[config.mk]
export PLATFORM = sky130hd
export DESIGN_NAME = stack_expression_evaluator_unit
export DESIGN_NICKNAME = d
export VERILOG_FILES = /design/src/rtl/core/seval_pkg.sv /design/src/rtl/core/seval_ram.sv /design/src/rtl/core/seval_div.sv /design/src/rtl/core/seval_datapath.sv /design/src/rtl/core/seval_ctrl.sv /design/src/rtl/core/stack_expression_evaluator_unit.sv
export SDC_FILE = /design/constraint.sdc
export NUM_CORES = 2
export LEC_CHECK = 0
export BUFFER_PORTS_ARGS = -buffer_cell sky130_fd_sc_hd__clkbuf_2
export CAP_MARGIN = 20
export CORE_MARGIN = 1
export CORE_UTILIZATION = 41
export CTS_CLUSTER_DIAMETER = 50
export DETAILED_ROUTE_END_ITERATION = 8
export GPL_ROUTABILITY_DRIVEN = 1
export GPL_TIMING_DRIVEN = 0
export SLEW_MARGIN = 20
export SYNTH_ARGS = -nofsm -noshare
export SYNTH_HDL_FRONTEND = slang
export SYNTH_SLANG_ARGS = --single-unit
[constraint.sdc]
create_clock -name clock -period 14.4 [get_ports clock]
set_clock_uncertainty 0.15 [all_clocks]
set_input_delay 2.16 -clock clock [delete_from_list [all_inputs] [get_ports clock]]
set_output_delay 2.16 -clock clock [all_outputs]
set_load 0.005 [all_outputs]
[src/rtl/core/seval_pkg.sv]
package seval_pkg;

   localparam int STACK_DEPTH = 16;
   localparam int WORD_W      = 32;
   localparam int LEVEL_W     = $clog2(STACK_DEPTH + 1);
   localparam int ADDR_W      = $clog2(STACK_DEPTH);
   localparam int CMD_W       = 3;
   localparam int STATUS_W    = 2;
   localparam int DIV_CNT_W   = $clog2(WORD_W);

   typedef enum logic [CMD_W-1:0] {
      CMD_NUM = 3'd0,
      CMD_ADD = 3'd1,
      CMD_SUB = 3'd2,
      CMD_MUL = 3'd3,
      CMD_DIV = 3'd4,
      CMD_REM = 3'd5
   } cmd_type;

   typedef enum logic [STATUS_W-1:0] {
      STS_OK       = 2'd0,
      STS_SYNTAX   = 2'd1,
      STS_DIVZERO  = 2'd2,
      STS_OVERFLOW = 2'd3
   } status_type;

   // controller -> datapath
   typedef struct packed {
      logic capture;    // token accepted this edge
      logic exec;       // apply the held token
      logic div_start;  // launch the divider
      logic div_wb;     // write quotient/remainder back
      logic finish;     // load result register, clear expression
   } ctrl_cmd_type;

   // datapath -> controller
   typedef struct packed {
      logic need_div;
      logic div_done;
      logic tok_last;
      logic rsp_free;
   } dp_sts_type;

endpackage

[src/rtl/core/seval_ram.sv]
module seval_ram #(
   parameter int WIDTH = 32,
   parameter int DEPTH = 16
) (
   input  logic                     clock,
   input  logic                     wr_en,
   input  logic [$clog2(DEPTH)-1:0] wr_addr,
   input  logic [WIDTH-1:0]         wr_data,
   input  logic [$clog2(DEPTH)-1:0] rd_addr,
   output logic [WIDTH-1:0]         rd_data
);

   logic [WIDTH-1:0] mem_ff [DEPTH];
   logic [WIDTH-1:0] rd_data_ff;

   always_ff @(posedge clock) begin
      if (wr_en) begin
         mem_ff[wr_addr] <= wr_data;
      end
      rd_data_ff <= mem_ff[rd_addr];
   end

   assign rd_data = rd_data_ff;

endmodule

[src/rtl/core/seval_div.sv]
module seval_div (
   input  logic                       clock,
   input  logic                       reset,
   input  logic                       start,
   input  logic [seval_pkg::WORD_W-1:0] dividend,
   input  logic [seval_pkg::WORD_W-1:0] divisor,
   output logic                       done,
   output logic [seval_pkg::WORD_W-1:0] quotient,
   output logic [seval_pkg::WORD_W-1:0] remainder
);

   import seval_pkg::*;

   logic                 busy_ff, busy_in;
   logic                 done_ff, done_in;
   logic [DIV_CNT_W-1:0] cnt_ff, cnt_in;
   logic [WORD_W-1:0]    rem_ff, rem_in;
   logic [WORD_W-1:0]    quo_ff, quo_in;
   logic [WORD_W-1:0]    dvs_ff, dvs_in;
   logic [WORD_W:0]      partial;
   logic [WORD_W:0]      diff;

   // restoring divide, one quotient bit per cycle
   always_comb begin
      partial = {rem_ff, quo_ff[WORD_W-1]};
      diff    = partial - {1'b0, dvs_ff};
      busy_in = busy_ff;
      done_in = 1'b0;
      cnt_in  = cnt_ff;
      rem_in  = rem_ff;
      quo_in  = quo_ff;
      dvs_in  = dvs_ff;
      if (start) begin
         busy_in = 1'b1;
         cnt_in  = '0;
         rem_in  = '0;
         quo_in  = dividend;
         dvs_in  = divisor;
      end else if (busy_ff) begin
         if (diff[WORD_W]) begin
            rem_in = partial[WORD_W-1:0];
            quo_in = {quo_ff[WORD_W-2:0], 1'b0};
         end else begin
            rem_in = diff[WORD_W-1:0];
            quo_in = {quo_ff[WORD_W-2:0], 1'b1};
         end
         cnt_in = cnt_ff + DIV_CNT_W'(1);
         if (cnt_ff == DIV_CNT_W'(WORD_W - 1)) begin
            busy_in = 1'b0;
            done_in = 1'b1;
         end
      end
   end

   always_ff @(posedge clock) begin
      if (reset) begin
         busy_ff <= 1'b0;
         done_ff <= 1'b0;
         cnt_ff  <= '0;
      end else begin
         busy_ff <= busy_in;
         done_ff <= done_in;
         cnt_ff  <= cnt_in;
      end
      rem_ff <= rem_in;
      quo_ff <= quo_in;
      dvs_ff <= dvs_in;
   end

   assign done      = done_ff;
   assign quotient  = quo_ff;
   assign remainder = rem_ff;

endmodule

[src/rtl/core/seval_datapath.sv]
module seval_datapath (
   input  logic                            clock,
   input  logic                            reset,
   input  seval_pkg::ctrl_cmd_type         cmd,
   output seval_pkg::dp_sts_type           sts,
   input  logic [seval_pkg::CMD_W-1:0]     req_cmd,
   input  logic signed [seval_pkg::WORD_W-1:0] req_operand,
   input  logic                            req_last,
   output logic                            rsp_valid,
   input  logic                            rsp_stall,
   output logic signed [seval_pkg::WORD_W-1:0] rsp_value,
   output logic [seval_pkg::STATUS_W-1:0]  rsp_status,
   input  logic                            csr_we,
   input  logic                            csr_wdata
);

   import seval_pkg::*;

   // held token
   logic [CMD_W-1:0]   tok_cmd_ff;
   logic [WORD_W-1:0]  tok_operand_ff;
   logic               tok_last_ff;

   // stack: top kept in a register, entries below it in the RAM
   logic [WORD_W-1:0]  tos_ff, tos_in;
   logic [LEVEL_W-1:0] level_ff, level_in;
   status_type         err_ff, err_in;
   logic               prefix_order_ff;

   logic               neg_q_ff, neg_r_ff, is_rem_ff;

   logic               rsp_valid_ff, rsp_valid_in;
   logic [WORD_W-1:0]  rsp_value_ff, rsp_value_in;
   status_type         rsp_status_ff, rsp_status_in;

   logic [WORD_W-1:0]  next_opnd;
   logic [WORD_W-1:0]  lhs, rhs, lhs_mag, rhs_mag;
   logic [WORD_W-1:0]  alu_res, div_res;
   logic [LEVEL_W-1:0] level_dec, level_sub2;
   logic               err_none, is_num, is_op, is_divop, few_opnds, rhs_zero;
   logic               ram_we;
   logic               div_done;
   logic [WORD_W-1:0]  div_quo, div_rem;

   assign level_dec  = level_ff - LEVEL_W'(1);
   assign level_sub2 = level_ff - LEVEL_W'(2);

   seval_ram #(
      .WIDTH (WORD_W),
      .DEPTH (STACK_DEPTH)
   ) u_stack (
      .clock   (clock),
      .wr_en   (ram_we),
      .wr_addr (level_dec[ADDR_W-1:0]),
      .wr_data (tos_ff),
      .rd_addr (level_sub2[ADDR_W-1:0]),
      .rd_data (next_opnd)
   );

   // operand roles follow the order mode
   assign lhs = prefix_order_ff ? tos_ff : next_opnd;
   assign rhs = prefix_order_ff ? next_opnd : tos_ff;
   assign lhs_mag = lhs[WORD_W-1] ? (WORD_W'(0) - lhs) : lhs;
   assign rhs_mag = rhs[WORD_W-1] ? (WORD_W'(0) - rhs) : rhs;

   seval_div u_div (
      .clock     (clock),
      .reset     (reset),
      .start     (cmd.div_start),
      .dividend  (lhs_mag),
      .divisor   (rhs_mag),
      .done      (div_done),
      .quotient  (div_quo),
      .remainder (div_rem)
   );

   assign err_none  = (err_ff == STS_OK);
   assign is_num    = (tok_cmd_ff == CMD_NUM);
   assign is_op     = (tok_cmd_ff >= CMD_ADD) && (tok_cmd_ff <= CMD_REM);
   assign is_divop  = (tok_cmd_ff == CMD_DIV) || (tok_cmd_ff == CMD_REM);
   assign few_opnds = (level_ff < LEVEL_W'(2));
   assign rhs_zero  = (rhs == '0);

   always_comb begin
      case (tok_cmd_ff)
         CMD_ADD: alu_res = lhs + rhs;
         CMD_SUB: alu_res = lhs - rhs;
         CMD_MUL: alu_res = lhs * rhs;
         default: alu_res = '0;
      endcase
   end

   // truncating signed result; quotient takes xor of signs, remainder the dividend's
   always_comb begin
      if (is_rem_ff) begin
         div_res = neg_r_ff ? (WORD_W'(0) - div_rem) : div_rem;
      end else begin
         div_res = neg_q_ff ? (WORD_W'(0) - div_quo) : div_quo;
      end
   end

   always_comb begin
      tos_in        = tos_ff;
      level_in      = level_ff;
      err_in        = err_ff;
      ram_we        = 1'b0;
      rsp_valid_in  = rsp_valid_ff && rsp_stall;
      rsp_value_in  = rsp_value_ff;
      rsp_status_in = rsp_status_ff;

      if (cmd.exec && err_none) begin
         if (is_num) begin
            if (level_ff == LEVEL_W'(STACK_DEPTH)) begin
               err_in = STS_OVERFLOW;
            end else begin
               ram_we   = (level_ff != '0);
               tos_in   = tok_operand_ff;
               level_in = level_ff + LEVEL_W'(1);
            end
         end else if (!is_op || few_opnds) begin
            err_in = STS_SYNTAX;
         end else if (is_divop && rhs_zero) begin
            err_in = STS_DIVZERO;
         end else if (!is_divop) begin
            tos_in   = alu_res;
            level_in = level_dec;
         end
      end

      if (cmd.div_wb) begin
         tos_in   = div_res;
         level_in = level_dec;
      end

      if (cmd.finish) begin
         rsp_valid_in = 1'b1;
         if (!err_none) begin
            rsp_value_in  = '0;
            rsp_status_in = err_ff;
         end else if (level_ff == '0) begin
            rsp_value_in  = '0;
            rsp_status_in = STS_SYNTAX;
         end else begin
            rsp_value_in  = tos_ff;
            rsp_status_in = STS_OK;
         end
         level_in = '0;
         err_in   = STS_OK;
      end
   end

   always_ff @(posedge clock) begin
      if (reset) begin
         level_ff        <= '0;
         err_ff          <= STS_OK;
         prefix_order_ff <= 1'b0;
         rsp_valid_ff    <= 1'b0;
      end else begin
         level_ff     <= level_in;
         err_ff       <= err_in;
         rsp_valid_ff <= rsp_valid_in;
         if (csr_we) begin
            prefix_order_ff <= csr_wdata;
         end
      end
      if (cmd.capture) begin
         tok_cmd_ff     <= req_cmd;
         tok_operand_ff <= req_operand;
         tok_last_ff    <= req_last;
      end
      if (cmd.div_start) begin
         neg_q_ff  <= lhs[WORD_W-1] ^ rhs[WORD_W-1];
         neg_r_ff  <= lhs[WORD_W-1];
         is_rem_ff <= (tok_cmd_ff == CMD_REM);
      end
      tos_ff        <= tos_in;
      rsp_value_ff  <= rsp_value_in;
      rsp_status_ff <= rsp_status_in;
   end

   assign sts.need_div = err_none && is_divop && !few_opnds && !rhs_zero;
   assign sts.div_done = div_done;
   assign sts.tok_last = tok_last_ff;
   assign sts.rsp_free = !rsp_valid_ff || !rsp_stall;

   assign rsp_valid  = rsp_valid_ff;
   assign rsp_value  = rsp_value_ff;
   assign rsp_status = rsp_status_ff;

`ifndef SYNTHESIS
   a_level_bound: assert property (@(posedge clock) disable iff (reset)
      level_ff <= LEVEL_W'(STACK_DEPTH))
      else $error("stack level beyond depth");

   a_finish_clears: assert property (@(posedge clock) disable iff (reset)
      cmd.finish |=> (level_ff == '0) && (err_ff == STS_OK) && rsp_valid_ff)
      else $error("expression not cleared after result");

   a_err_value_zero: assert property (@(posedge clock) disable iff (reset)
      rsp_valid_ff && (rsp_status_ff != STS_OK) |-> (rsp_value_ff == '0))
      else $error("error result carries a nonzero value");

   a_wb_after_done: assert property (@(posedge clock) disable iff (reset)
      cmd.div_wb |-> div_done)
      else $error("divider result written before done");
`endif

endmodule

[src/rtl/core/seval_ctrl.sv]
module seval_ctrl (
   input  logic                    clock,
   input  logic                    reset,
   input  logic                    req_valid,
   output logic                    req_stall,
   input  seval_pkg::dp_sts_type   sts,
   output seval_pkg::ctrl_cmd_type cmd
);

   import seval_pkg::*;

   typedef enum logic [1:0] {
      S_IDLE,
      S_FETCH,
      S_DIV,
      S_DONE
   } state_type;

   state_type state_ff;

   always_ff @(posedge clock) begin
      if (reset) begin
         state_ff <= S_IDLE;
      end else begin
         case (state_ff)
            S_IDLE: begin
               if (req_valid) begin
                  state_ff <= S_FETCH;
               end
            end
            S_FETCH: begin
               state_ff <= sts.need_div ? S_DIV : S_DONE;
            end
            S_DIV: begin
               if (sts.div_done) begin
                  state_ff <= S_DONE;
               end
            end
            S_DONE: begin
               if (!sts.tok_last || sts.rsp_free) begin
                  state_ff <= S_IDLE;
               end
            end
            default: state_ff <= S_IDLE;
         endcase
      end
   end

   assign req_stall = (state_ff != S_IDLE);

   always_comb begin
      cmd.capture   = (state_ff == S_IDLE) && req_valid;
      cmd.exec      = (state_ff == S_FETCH);
      cmd.div_start = (state_ff == S_FETCH) && sts.need_div;
      cmd.div_wb    = (state_ff == S_DIV) && sts.div_done;
      cmd.finish    = (state_ff == S_DONE) && sts.tok_last && sts.rsp_free;
   end

endmodule

[src/rtl/core/stack_expression_evaluator_unit.sv]
// Tokens are taken one at a time: number, add, subtract, multiply and error tokens pass through
// FETCH and DONE; divide and remainder tokens also wait in DIV on the bit-per-cycle 32-bit divider.
// A last token's result enters the output register in its final cycle and holds there
// until taken; a further last token stalls in its final cycle until that register frees.
// Reset (synchronous, active high) empties the stack, clears the error and selects postfix
// order; stack contents are not cleared and need no sweep.
module stack_expression_evaluator_unit (
   input  logic                                clock,
   input  logic                                reset,
   // token input
   input  logic                                req_valid,
   output logic                                req_stall,
   input  logic [seval_pkg::CMD_W-1:0]         req_cmd,
   input  logic signed [seval_pkg::WORD_W-1:0] req_operand,
   input  logic                                req_last,
   // result output
   output logic                                rsp_valid,
   input  logic                                rsp_stall,
   output logic signed [seval_pkg::WORD_W-1:0] rsp_value,
   output logic [seval_pkg::STATUS_W-1:0]      rsp_status,
   // order mode register
   input  logic                                csr_we,
   input  logic                                csr_wdata
);

   import seval_pkg::*;

   ctrl_cmd_type cmd;
   dp_sts_type   sts;

   // Controller: one token at a time, IDLE -> FETCH -> (DIV) -> DONE.
   // FETCH has the operand below the top out of the stack RAM (read issued at accept).
   seval_ctrl u_ctrl (
      .clock     (clock),
      .reset     (reset),
      .req_valid (req_valid),
      .req_stall (req_stall),
      .sts       (sts),
      .cmd       (cmd)
   );

   // Datapath: top-of-stack register, stack RAM, ALU, divider, error
   // tracking and the result register.
   seval_datapath u_datapath (
      .clock       (clock),
      .reset       (reset),
      .cmd         (cmd),
      .sts         (sts),
      .req_cmd     (req_cmd),
      .req_operand (req_operand),
      .req_last    (req_last),
      .rsp_valid   (rsp_valid),
      .rsp_stall   (rsp_stall),
      .rsp_value   (rsp_value),
      .rsp_status  (rsp_status),
      .csr_we      (csr_we),
      .csr_wdata   (csr_wdata)
   );

endmodule
==> results by stage <==
Logic synthesis:
- Counting every instance in the synthesized netlist gives 4341.
- Synthesis inferred 763 register bits.
- The synthesized net count is 5000.
- The cell area after synthesis is 0.05164 mm².
- Of the post-synthesis cell area, the dominant cell type holds 0.3960.
- Counting flops with an async set or reset pin after synthesis yields a share of 0.
- The leading cell type by number of instances after synthesis is edfxtp_1.
- The count of synthesis-stage warnings from yosys is 0.
- The count of different cell masters after synthesis is 89.
- Of the synthesized area, sequential elements account for 0.4278.
- The biggest area contributor in the post-synthesis netlist is edfxtp_1.
- The average cell area after synthesis is 11.90 µm².
- In this run, synthesis inferred 681 flip-flops with an integrated enable.
- Among all flip-flop cells after synthesis, the most frequent one is edfxtp_1.
- By count the netlist is led by edfxtp_1 (681), nor2_1 (482), inv_1 (450), fa_1 (410), nand2_1 (384).
- In the post-synthesis netlist, the biggest area contributors are edfxtp_1 (40%), fa_1 (16%), mux4_2 (7.0%).

Worst setup path:
- The delay of the slowest cell on the worst path is 0.99 ns.
- Among the stages of the critical path, the cell type that occurs most often is fa_1.
- Broken down by cell family, the worst path's largest delay share belongs to adder cells.
- The logic depth of the worst setup path including buffers is 29.
- The endpoint arrival time on the critical path is 12.04 ns.
- The count of buffering cells on the critical path with inverters included is 8.
- The library cell contributing the largest single delay on the critical path is mux2i_2.
- Of all nets on the critical path, the largest fanout is 10.
- The worst setup path is of the register to register kind.
- For the worst setup path, the data required time is 14.65 ns.
- The worst setup path is captured at a register.
- The setup check on the worst reg-to-reg path leaves a slack of 2.61 ns.
- The worst register-to-register path has a depth of 29.
- STA classifies the critical path startpoint as a register.

Drt:
- Summed over all layers, the routed wires come to 176800 µm.
- The antenna violation net count after detailed routing is 0.
- After detailed routing, the average wire length per cell comes to 28.33 µm.
- After detailed routing, the number of vias per cell comes to 5.846.
- The violation count after the first detailed-route iteration is 4660.
- The detailed router placed 36480 vias in this run.
- The detailed-routing iteration count for the pre-antenna-repair pass is 8.
- The count of unresolved DRC violations after routing is 0.

Timing:
- The number of max-slew violations in the final report is 0.
- The hold violation total from the final report is 0.
- Setup repair after global routing left no endpoint under its margin.
- The highest achievable clock rate is 84.83 MHz.
- After routing, the total negative slack on setup checks comes to 0 ns.
- The final-report setup violation count is 0.
- The worst-margin pin slew is 1.314 ns.
- The minimum period implied by the final worst setup slack is 11.79 ns.
- Measured against its own limit, the worst slew margin works out to 0.09897.
- The portion of the clock cycle consumed by the worst path in the final layout is 0.8186.

CTS:
- The clock tree from TritonCTS is built.
- In this run, post-CTS repair resized a total of 0 instances.
- The cell sitting at the root of the clock tree is a clkbuf_16.
- The hold buffer count at cts is 0.
- The number of buffers between clock root and the deepest sink is 3.
- The clock-pin slew on the worst setup and hold paths is 0.07 ns.
- The post-CTS setup-driven buffer insertion count is 0.
- Buffers inserted during clock tree synthesis total 79.
- Clock latency on the worst-skew pair, taken at its later pin, is 0.69 ns.
- The number of sinks on the clock net is 763.
- The clock tree synthesis step divided the H-tree into 3 levels.

Placed design:
- Summed over all nets, the half-perimeter wirelength after detailed placement is 134600 µm.
- Routability-driven placement finished with a final weighted congestion of 1.029.
- The count of buffers inserted at the top-level ports is 77.
- After detailed placement, the total cell area comes to 0.05509 mm².

Floorplan:
- For this design the top-level I/O count stands at 78.
- The area inside the core boundary is 0.1243 mm².
- The die covers 0.1274 mm².
- In this run the core area contains 129 standard-cell rows.
- From bottom edge to top edge, the die measures 356.9 µm.
- The chip width is 356.9 µm.
- The starting utilization of the core area is 0.4155.

Global routing:
- Summed over all layers, the global routing overflow is 0.
- For this run, the total global-route usage over all layers was measured as 0.2804.
- The first global-routing pass estimated 255200 µm of wire.
- The via count of the first global-routing pass came to 36120.
- Entering global routing, the biggest net connects 45 pins.
- The number of antenna violations at the first check in global routing is 8.

Cells and area:
- After the last flow step, the layout net total stands at 5198.
- After routing the design area is 0.05781 mm².
- The layout-stage area growth over the synthesis result is 11.94%.
- The share of post-route cells with drive strength above 1 is 0.1197.

Worst hold path:
- The worst min-delay path category is register to register.
- Along the worst hold path, the cell count comes to 2.

Flow run:
- The number of max-capacitance violations reported is 0.

Status:
- The run finished with clean final reports.
[cell type report]
class	instances	area (µm²)
plain buffers	203	903.4
well taps	1637	2048
diodes	1	2.502
inverters	464	1742
clock buffers	101	2121
clock inverters	43	526.8
multi-input cells	2911	27130
fillers	11290	66470
repair buffers	117	1240
flip-flops and latches	763	22090
[layer usage]
layer / routed length, µm / up-vias / GRT usage
met1: 71490 / 18480 / 0.3870
met2: 77530 / 2091 / 0.4226
met3: 17680 / 407 / 0.05816
li1: - / 15500 / -
met4: 10040 / 4 / 0.1341
met5: 23 / - / 0
[logic make-up after synthesis]
family | after synthesis | synth area share
AO/OA/AOI/OAI | 567 | 0.07002
adder cells (fa/ha/maj) | 617 | 0.2091
XOR/XNOR | 285 | 0.04897
multiplexers | 260 | 0.09139
buffers and inverters | 667 | 0.05105
flip-flops | 763 | 0.4278
AND/OR/NAND/NOR | 1182 | 0.1017
[layout by cell type, fill, tap and decap left out, types with 14 or more instances in the layout]
cell type | Yosys | routed
edfxtp_1 | 681 | 681
nor2_1 | 482 | 466
inv_1 | 450 | 450
fa_1 | 410 | 410
nand2_1 | 384 | 384
ha_1 | 207 | 207
xnor2_1 | 203 | 203
clkbuf_1 | 156 | 172
mux4_2 | 160 | 160
o21ai_0 | 154 | 154
a21oi_1 | 125 | 124
clkbuf_2 | 0 | 83
dfxtp_1 | 82 | 82
xor2_1 | 80 | 80
clkbuf_16 | 0 | 80
nor3_1 | 57 | 56
and3_1 | 54 | 54
a31oi_1 | 50 | 50
mux2i_1 | 59 | 48
a21o_1 | 37 | 37
nand2b_1 | 35 | 34
o31ai_1 | 30 | 29
a211oi_1 | 28 | 28
mux2_2 | 26 | 26
nand3_1 | 23 | 23
o21a_1 | 23 | 23
or2_2 | 22 | 22
mux2i_2 | 12 | 21
nor2b_1 | 20 | 20
and2_1 | 20 | 19
buf_16 | 0 | 19
clkinv_1 | 9 | 17
nand4_1 | 17 | 17
o41ai_1 | 17 | 16
nor2_4 | 0 | 16
buf_1 | 21 | 15
o22ai_1 | 15 | 15
buf_2 | 13 | 14
[worst paths after layout]
kind / from / end
hold reg to reg: u_datapath.err_ff[0] / u_datapath.err_ff[0]
setup / recovery: u_datapath.prefix_order_ff / u_datapath.tos_ff[31]
setup reg to reg: u_datapath.prefix_order_ff / u_datapath.tos_ff[31]
hold / removal: u_datapath.err_ff[0] / u_datapath.err_ff[0]
[stage by stage]
stage,util,setup WS (ns),hold WS [ns],instances
floorplan,-,5.734,0.2897,4341
global placement,0.4351,2.137,0.3033,6055
detailed placement,0.4433,2.964,0.3094,6093
CTS,0.4646,2.964,0.3185,6237
global route,0.4651,2.504,0.3365,6239
finish,0.4651,2.612,0.3175,6240
[worst min-delay path, stage by stage (launching register included)]
cell and delay, ns:
dfxtp_1 0.31, inv_1 0.06, a21oi_1 0.05
[registers in the layout, summed over array words and instances (netlist names), 2 cells and up]
name                        count
u_datapath.rsp_value           32
u_datapath.tos_ff              32
u_datapath.level_ff             5
u_datapath.tok_operand_ff      32
u_datapath.err_ff               2
u_datapath.u_div.quotient      32
u_datapath.u_div.dvs_ff        32
u_datapath.u_stack.rd_data     32
u_datapath.tok_cmd_ff           3
u_datapath.rsp_status           2
u_datapath.u_div.cnt_ff         5
u_datapath.u_div.remainder     32
u_datapath.u_stack.mem_ff     512
u_ctrl.state_ff                 2
Power is not shown: default switching activity piles up to over one toggle a cycle in this logic, so the estimate is an artifact.
